$ cat config.mk
export PLATFORM = sky130hd
export DESIGN_NAME = top_k_best_list
export DESIGN_NICKNAME = d
export VERILOG_FILES = /design/src/design/tkbl_pkg.sv /design/src/design/tkbl_ctrl.sv /design/src/design/tkbl_datapath.sv /design/src/design/top_k_best_list.sv
export SDC_FILE = /design/constraint.sdc
export NUM_CORES = 2
export LEC_CHECK = 0
export ABC_AREA = 1
export BUFFER_PORTS_ARGS = -buffer_cell sky130_fd_sc_hd__buf_2
export CAP_MARGIN = 20
export CORE_MARGIN = 2
export CORE_UTILIZATION = 29
export CTS_CLUSTER_SIZE = 16
export DETAILED_ROUTE_END_ITERATION = 7
export REMOVE_ABC_BUFFERS = 1
export SLEW_MARGIN = 20
export SYNTH_ARGS = -nofsm -noshare
export SYNTH_HDL_FRONTEND = slang
export SYNTH_SLANG_ARGS = --single-unit
$ cat constraint.sdc
create_clock -name clk -period 11.66 [get_ports clk]
set_input_delay 0.583 -clock clk [delete_from_list [all_inputs] [get_ports clk]]
set_output_delay 0.583 -clock clk [all_outputs]
set_load 0.01 [all_outputs]
$ cat src/design/tkbl_pkg.sv
// ----------------------------------------------------------------------------
// tkbl_pkg
// Shared constants, types and field layout for the top-k best list
// ----------------------------------------------------------------------------
package tkbl_pkg;

  // list geometry
  localparam int DEPTH      = 8;
  localparam int SLOT_W     = $clog2(DEPTH);
  localparam int CNT_W      = $clog2(DEPTH + 1);
  localparam int CFG_W      = 4;

  // field widths
  localparam int FUNC_W     = 2;
  localparam int NODE_W     = 16;
  localparam int COST_W     = 32;
  localparam int FRAC_W     = 16;
  localparam int OUT_SLOT_W = 3;

  // input tdata layout, lowest field first
  localparam int IN_A_LSB     = 0;
  localparam int IN_B_LSB     = IN_A_LSB + NODE_W;
  localparam int IN_C_LSB     = IN_B_LSB + NODE_W;
  localparam int IN_COST_LSB  = IN_C_LSB + NODE_W;
  localparam int IN_BEST_BIT  = IN_COST_LSB + COST_W;
  localparam int IN_FRAC_LSB  = IN_BEST_BIT + 1;
  localparam int IN_FIELDS_W  = IN_FRAC_LSB + FRAC_W;
  localparam int IN_TDATA_W   = ((IN_FIELDS_W + 7) / 8) * 8;

  // output tdata layout, lowest field first
  localparam int OUT_FIELDS_W = 2 + 3 * NODE_W + COST_W + OUT_SLOT_W;
  localparam int OUT_TDATA_W  = ((OUT_FIELDS_W + 7) / 8) * 8;

  // operation codes
  localparam logic [FUNC_W-1:0] FUNC_CLEAR  = FUNC_W'(0);
  localparam logic [FUNC_W-1:0] FUNC_INSERT = FUNC_W'(1);
  localparam logic [FUNC_W-1:0] FUNC_CHOOSE = FUNC_W'(2);

  localparam logic [CFG_W-1:0]  CFG_RESET = CFG_W'(8);
  localparam logic [NODE_W-1:0] NODE_NONE = '1;

  // one list entry
  typedef struct packed {
    logic [COST_W-1:0] cost;
    logic [NODE_W-1:0] node_c;
    logic [NODE_W-1:0] node_b;
    logic [NODE_W-1:0] node_a;
  } slot_t;

  localparam slot_t SLOT_EMPTY = '1;

  // controller to datapath commands
  typedef struct packed {
    logic load;
    logic exec;
  } cmd_t;

endpackage

$ cat src/design/tkbl_ctrl.sv
// ----------------------------------------------------------------------------
// tkbl_ctrl
// Sequencer: takes an item, runs it on the datapath, owns output valid
// ----------------------------------------------------------------------------
module tkbl_ctrl (
  input  logic            clk,
  input  logic            rst_n,
  input  logic            in_tvalid,
  output logic            in_tready,
  output logic            out_tvalid,
  input  logic            out_tready,
  output tkbl_pkg::cmd_t  cmd
);

  typedef enum logic {S_IDLE, S_EXEC} state_t;

  state_t state_r, state_nxt;
  logic   out_valid_r, out_valid_nxt;

  // commands
  always_comb begin
    cmd.load = in_tvalid && (state_r == S_IDLE);
    cmd.exec = (state_r == S_EXEC) && (!out_valid_r || out_tready);
  end

  // next state
  always_comb begin
    state_nxt     = state_r;
    out_valid_nxt = out_valid_r && !out_tready;
    case (state_r)
      S_IDLE: begin
        if (cmd.load) state_nxt = S_EXEC;
      end
      S_EXEC: begin
        if (cmd.exec) begin
          state_nxt     = S_IDLE;
          out_valid_nxt = 1'b1;
        end
      end
      default: state_nxt = S_IDLE;
    endcase
  end

  // state and registered outputs
  always_ff @(posedge clk) begin
    if (!rst_n) begin
      state_r     <= S_IDLE;
      out_valid_r <= 1'b0;
    end else begin
      state_r     <= state_nxt;
      out_valid_r <= out_valid_nxt;
    end
  end

  assign in_tready  = (state_r == S_IDLE);
  assign out_tvalid = out_valid_r;

endmodule

$ cat src/design/tkbl_datapath.sv
// ----------------------------------------------------------------------------
// tkbl_datapath
// Slot cells, insert/shift network, choose selector and result register
// ----------------------------------------------------------------------------
module tkbl_datapath (
  input  logic                                 clk,
  input  logic                                 rst_n,
  input  tkbl_pkg::cmd_t                       cmd,
  input  logic                                 cfg_valid,
  input  logic [tkbl_pkg::CFG_W-1:0]           cfg_data,
  input  logic [tkbl_pkg::IN_TDATA_W-1:0]      in_tdata,
  input  logic [tkbl_pkg::FUNC_W-1:0]          in_tuser,
  output logic [tkbl_pkg::OUT_TDATA_W-1:0]     out_tdata
);

  localparam int DEPTH  = tkbl_pkg::DEPTH;
  localparam int SLOT_W = tkbl_pkg::SLOT_W;
  localparam int CNT_W  = tkbl_pkg::CNT_W;
  localparam int FRAC_W = tkbl_pkg::FRAC_W;
  localparam int NODE_W = tkbl_pkg::NODE_W;
  localparam int COST_W = tkbl_pkg::COST_W;

  // held item
  logic [tkbl_pkg::FUNC_W-1:0] func_r;
  tkbl_pkg::slot_t             cand_r;
  logic                        best_r;
  logic [FRAC_W-1:0]           frac_r;

  // configuration and slot cells
  logic [tkbl_pkg::CFG_W-1:0]  slots_in_use_r;
  tkbl_pkg::slot_t             slot_r   [DEPTH];
  tkbl_pkg::slot_t             slot_nxt [DEPTH];
  logic [tkbl_pkg::OUT_TDATA_W-1:0] out_tdata_r, out_tdata_nxt;

  // working signals
  logic [7:0]                  cfg_ext;
  logic [CNT_W-1:0]            n_eff;
  logic                        better;
  tkbl_pkg::slot_t             x_ent;
  logic [DEPTH-1:0]            moved;
  tkbl_pkg::slot_t             ins_slot [DEPTH];
  logic                        any_filled;
  logic [SLOT_W-1:0]           lo;
  logic [CNT_W-1:0]            hi;
  logic [CNT_W-1:0]            span;
  logic [FRAC_W+CNT_W-1:0]     prod;
  logic [CNT_W-1:0]            pick_w;
  logic [SLOT_W-1:0]           pick;
  logic [SLOT_W+2:0]           pick_ext;
  tkbl_pkg::slot_t             pick_ent;

  // item capture
  always_ff @(posedge clk) begin
    if (cmd.load) begin
      func_r        <= in_tuser;
      cand_r.node_a <= in_tdata[tkbl_pkg::IN_A_LSB +: NODE_W];
      cand_r.node_b <= in_tdata[tkbl_pkg::IN_B_LSB +: NODE_W];
      cand_r.node_c <= in_tdata[tkbl_pkg::IN_C_LSB +: NODE_W];
      cand_r.cost   <= in_tdata[tkbl_pkg::IN_COST_LSB +: COST_W];
      best_r        <= in_tdata[tkbl_pkg::IN_BEST_BIT];
      frac_r        <= in_tdata[tkbl_pkg::IN_FRAC_LSB +: FRAC_W];
    end
  end

  // slot count register
  always_ff @(posedge clk) begin
    if (!rst_n) begin
      slots_in_use_r <= tkbl_pkg::CFG_RESET;
    end else if (cfg_valid) begin
      slots_in_use_r <= cfg_data;
    end
  end

  // clamp slot count to 1..DEPTH
  always_comb begin
    cfg_ext = 8'(slots_in_use_r);
    if (cfg_ext == 8'd0) begin
      n_eff = CNT_W'(1);
    end else if (cfg_ext > 8'(DEPTH)) begin
      n_eff = CNT_W'(DEPTH);
    end else begin
      n_eff = cfg_ext[CNT_W-1:0];
    end
  end

  // insert: an entry cheaper than the worst one goes in at the worst end and moves past every larger cost
  always_comb begin
    better = slot_r[0].cost > cand_r.cost;
    x_ent  = better ? cand_r : slot_r[0];
    moved[0] = 1'b1;
    for (int k = 1; k < DEPTH; k++) begin
      moved[k] = moved[k-1] && (CNT_W'(k) < n_eff) && (slot_r[k].cost > x_ent.cost);
    end
    for (int k = 0; k < DEPTH - 1; k++) begin
      if (moved[k+1]) begin
        ins_slot[k] = slot_r[k+1];
      end else if (moved[k]) begin
        ins_slot[k] = x_ent;
      end else begin
        ins_slot[k] = slot_r[k];
      end
    end
    ins_slot[DEPTH-1] = moved[DEPTH-1] ? x_ent : slot_r[DEPTH-1];
  end

  // choose: first filled slot, then scaled random offset
  always_comb begin
    any_filled = 1'b0;
    lo         = '0;
    for (int k = DEPTH - 1; k >= 0; k--) begin
      if ((CNT_W'(k) < n_eff) && (slot_r[k].node_a != tkbl_pkg::NODE_NONE)) begin
        any_filled = 1'b1;
        lo         = SLOT_W'(k);
      end
    end
    hi       = best_r ? n_eff : n_eff - CNT_W'(1);
    span     = hi - CNT_W'(lo);
    prod     = (FRAC_W+CNT_W)'(frac_r) * (FRAC_W+CNT_W)'(span);
    pick_w   = CNT_W'(lo) + prod[FRAC_W +: CNT_W];
    pick     = pick_w[SLOT_W-1:0];
    pick_ext = (SLOT_W+3)'(pick);
    pick_ent = slot_r[pick];
  end

  // next slot contents and result
  always_comb begin
    for (int k = 0; k < DEPTH; k++) begin
      slot_nxt[k] = slot_r[k];
    end
    out_tdata_nxt = '0;
    case (func_r)
      tkbl_pkg::FUNC_CLEAR: begin
        for (int k = 0; k < DEPTH; k++) begin
          if (CNT_W'(k) < n_eff) slot_nxt[k] = tkbl_pkg::SLOT_EMPTY;
        end
      end
      tkbl_pkg::FUNC_INSERT: begin
        for (int k = 0; k < DEPTH; k++) begin
          slot_nxt[k] = ins_slot[k];
        end
        out_tdata_nxt[0] = better;
      end
      tkbl_pkg::FUNC_CHOOSE: begin
        if (any_filled) begin
          out_tdata_nxt[1]                         = 1'b1;
          out_tdata_nxt[2 +: NODE_W]               = pick_ent.node_a;
          out_tdata_nxt[2 + NODE_W +: NODE_W]      = pick_ent.node_b;
          out_tdata_nxt[2 + 2 * NODE_W +: NODE_W]  = pick_ent.node_c;
          out_tdata_nxt[2 + 3 * NODE_W +: COST_W]  = pick_ent.cost;
          out_tdata_nxt[2 + 3 * NODE_W + COST_W +: tkbl_pkg::OUT_SLOT_W] = pick_ext[2:0];
        end
      end
      default: begin
        out_tdata_nxt = '0;
      end
    endcase
  end

  // slot cells
  always_ff @(posedge clk) begin
    if (!rst_n) begin
      for (int k = 0; k < DEPTH; k++) begin
        slot_r[k] <= tkbl_pkg::SLOT_EMPTY;
      end
    end else if (cmd.exec) begin
      for (int k = 0; k < DEPTH; k++) begin
        slot_r[k] <= slot_nxt[k];
      end
    end
  end

  // result register
  always_ff @(posedge clk) begin
    if (cmd.exec) begin
      out_tdata_r <= out_tdata_nxt;
    end
  end

  assign out_tdata = out_tdata_r;

endmodule

$ cat src/design/top_k_best_list.sv
// ----------------------------------------------------------------------------
// top_k_best_list
// Keeps the lowest-cost candidates in slots ordered worst to best
// ----------------------------------------------------------------------------
// Input items arrive on in_* (tuser carries the operation: clear, insert or
// choose); every item gives exactly one result item on out_*. The user must
// write the slot count on cfg_* only while the block is idle; the block itself
// does not enforce this. cfg_ready is always high. A taken item is held in the
// item registers until the execute state writes its result register; in_tready
// is high only while the sequencer is idle, and the execute state does the whole
// insert shift or choose selection across all slot cells in parallel.
// Stall: a held result stays on out_tdata while out_tready is low; the next
// item is still taken but waits in the execute state until the result
// register is free.
// Reset: all slots empty (cost all ones, node indices -1), slot count 8,
// no result pending.
// ----------------------------------------------------------------------------
module top_k_best_list (
  input  logic                                 clk,
  input  logic                                 rst_n,
  input  logic                                 in_tvalid,
  output logic                                 in_tready,
  // node_a, node_b, node_c, new_cost, include_best, random_fraction
  input  logic [tkbl_pkg::IN_TDATA_W-1:0]      in_tdata,
  // func
  input  logic [tkbl_pkg::FUNC_W-1:0]          in_tuser,
  output logic                                 out_tvalid,
  input  logic                                 out_tready,
  // inserted, found, out_node_a, out_node_b, out_node_c, out_cost, out_slot
  output logic [tkbl_pkg::OUT_TDATA_W-1:0]     out_tdata,
  input  logic                                 cfg_valid,
  output logic                                 cfg_ready,
  // slots_in_use
  input  logic [tkbl_pkg::CFG_W-1:0]           cfg_data
);

  tkbl_pkg::cmd_t cmd;

  // sequencer
  tkbl_ctrl u_ctrl (
    .clk        (clk),
    .rst_n      (rst_n),
    .in_tvalid  (in_tvalid),
    .in_tready  (in_tready),
    .out_tvalid (out_tvalid),
    .out_tready (out_tready),
    .cmd        (cmd)
  );

  // slot cells and result path
  tkbl_datapath u_dp (
    .clk        (clk),
    .rst_n      (rst_n),
    .cmd        (cmd),
    .cfg_valid  (cfg_valid),
    .cfg_data   (cfg_data),
    .in_tdata   (in_tdata),
    .in_tuser   (in_tuser),
    .out_tdata  (out_tdata)
  );

  assign cfg_ready = 1'b1;

endmodule

==> flow_metrics.py <==
metrics = {
    "run_status": {
        "status": "completed",
    },
    "setup_path": {
        "r2r_slack_ps": 1500,
        "cp.arrival_ps": 10660,
        "cpPeakStageDelay_ps": 930,
        "cp.required_ps": 12160,
        "critPathSlowestCell": "buf_4",
        "start_kind": "register",
        "crit_path_end_kind": "register",
        "critPathKind": "reg -> reg",
        "worstPathMaxFanout": 87,
        "crit_path_frequent_cell": "nand2_1",
    },
    "routing": {
        "wirelength_met1_mm": 66.8,
        "routed_via_density": 5.25,
        "drc": 0,
        "routed_wl_mm": 155,
        "firstDrtPassIters": 5,
        "top_layer": "met4",
        "wl_per_cell_um": 20.7,
        "vias": 39300,
        "drt_iter0_drc": 3799,
        "wl_met3_mm": 11.4,
        "dr_wl_met2_mm": 71.7,
        "ant_nets": 0,
    },
    "yosys": {
        "ys_types": 54,
        "syn_avg_cell_area_sq_um": 9.32,
        "synth_top_family_by_area": "simple AND/OR/NAND/NOR gates",
        "yosys.area_share.simple_pct": 17.1,
        "synthAdderAreaFrac_pct": 8.25,
        "synth_mux_area_share_pct": 0,
        "synth_compound_area_share_pct": 16.6,
        "synthArstFlopShare_pct": 0,
        "synth_seq_cells": 830,
        "synth_xor_area_share_pct": 0.201,
        "ys_seq_area_share_pct": 52.0,
        "synth_edf_count": 824,
        "ys_warn_count": 0,
        "synth-main-ff-cell": "edfxtp_1",
        "syn_inst": 5133,
        "netlist_area_sq_um": 47800,
    },
    "finish": {
        "final_cell_mix": "nand2_1 (1259), edfxtp_1 (824), o211ai_1 (402)",
        "seq_area_sq_um": 24900,
        "syn_to_final_growth_pct": 14.7,
        "n_antenna_cell": 0,
        "final_common_cell": "nand2_1",
        "final_util_pct": 33.4,
        "multi_input_area_sq_um": 20300,
        "nNetsFinal": 5630,
        "drive_gt1_share_pct": 8.83,
        "finalNonFillerCells": 7489,
        "num-fill-cells": 16800,
    },
    "grt": {
        "grtUsageTotal_pct": 17.9,
        "grt_pass1_vias": 37900,
        "grt_pass1_wl_mm": 234,
        "grt_overflow_total": 0,
        "grt_max_degree": 194,
        "antenna_found_initial": 1,
    },
    "clock_tree": {
        "cts_sinks": 830,
        "cts_resized": 0,
        "clk_path_buf_depth": 3,
        "htree_levels": 3,
        "clk_pin_slew_ps": 60,
        "cts_inserted_buffers": 100,
        "clock_latency_ps": 790,
        "root_buffer": "clkbuf_16",
        "post_cts_buffers": 0,
        "cts_tree": "built",
    },
    "die": {
        "chipWidth_um": 410,
        "core_sq_um": 164000,
        "initial_core_util_pct": 29.1,
        "boundaryPins": 206,
        "die_y_um": 410,
        "die_area_sq_um": 168000,
        "rows": 149,
    },
    "timing": {
        "slew_headroom_pct": 16.9,
        "hold_viol": 0,
        "setup_viol": 0,
        "max_freq_ghz": 0.0984,
        "period_minus_slack_ps": 10160,
        "setup_tns_ps": 0,
        "slew_viol_final": 0,
        "tightest_slew_ps": 1250,
        "rsz0062_at_grt": "false",
        "period_share_pct": 87.2,
        "skew_ps": 123,
    },
    "placement": {
        "dp_hpwl_mm": 94.8,
        "dp.cells": 7244,
        "place_congestion": 0.888,
        "portBuffers": 194,
    },
    "flow_run": {
        "maxCapViolCount": 0,
    },
    "hold_path": {
        "worstHoldPathType": "in -> reg",
    },
}
## cell families (layout without fill, tap and decap cells)
logic type,after synthesis,in the layout
AND/OR/NAND/NOR,1999,1999
buffers and inverters,719,884
flip-flops,830,830
adder cells (fa/ha/maj),298,298
AO/OA/AOI/OAI,1274,1274
XOR/XNOR,11,11
other,2,4
## final timing paths
path | from | endpoint | depth (start not counted)
worst min register to register | u_dp.slots_in_use_r[0] | u_dp.slots_in_use_r[0] | 2
worst max-delay path | u_dp.slots_in_use_r[2] | u_dp.out_tdata[74] | 36
worst max register to register | u_dp.slots_in_use_r[2] | u_dp.out_tdata[74] | 36
worst min-delay path | in_tdata[61] | u_dp.cand_r[61] | 1
## flip-flops by register name, indices dropped and copies added (netlist names)
| signal | count |
|---|---|
| u_dp.cand_r | 80 |
| u_dp.slots_in_use_r | 4 |
| u_ctrl.out_tvalid | 1 |
| u_dp.frac_r | 16 |
| u_ctrl.state_r | 1 |
| u_dp.best_r | 1 |
| u_dp.out_tdata | 85 |
| u_dp.slot_r | 640 |
| u_dp.func_r | 2 |
## area by class of cell
type	instances	share of cell area [%]
Clock inverter	70	1.21
Clock buffer	115	4.66
Sequential cell	830	45.3
Inverter	363	2.50
Timing Repair Buffer	336	4.28
Multi-Input combinational cell	3586	37.1
Tap cell	2189	4.99
## Yosys cell counts (all sizes together) (84+ instances only)
| master | n | area share [%] |
|---|---|---|
| nor2 | 354 | 2.8 |
| clkbuf | 272 | 2.1 |
| nand2 | 1265 | 10 |
| ha | 269 | 7.0 |
| a211oi | 105 | 1.6 |
| buf | 84 | 0.96 |
| a21oi | 282 | 3.0 |
| nand3 | 273 | 2.9 |
| edfxtp | 824 | 52 |
| o211ai | 402 | 6.3 |
| inv | 361 | 2.8 |
| o21ai | 353 | 3.7 |
## per-layer routing
layer	vias up	GRT usage [%]
met5	-	0
met4	0	5.64
met3	243	3.09
met2	1507	29.1
met1	19000	24.2
li1	18600	-
## critical path: cells and delay by family (launching register included)
kind	cells	cell delay, ps
AOI/OAI and AO/OA	10	2830
xor gates and xnor gates	1	280
DFF	1	330
and+or+nand+nor	11	1260
adders and majority gates	8	3550
buffers and inverters	6	1630
## stage by stage
step                setup slack (ps)  instance area (sq um)  hold slack (ps)
floorplan                     -43510                  46400              452
global placement                1710                  51100              477
detailed placement              1660                  51100              478
CTS                             1610                  54900             2.45
global route                     778                  54900             6.11
finish                          1500                  54900             40.2
## what timing repair did
item                                    4_1_cts  5_1_grt
endpoints found under the setup margin        0        0
endpoints found under the hold margin        59        0
hold buffers                                 59        0
Power is left out: the tool's default activity adds up to more than one toggle a clock period on the data nets, which glitch-free logic cannot reach.
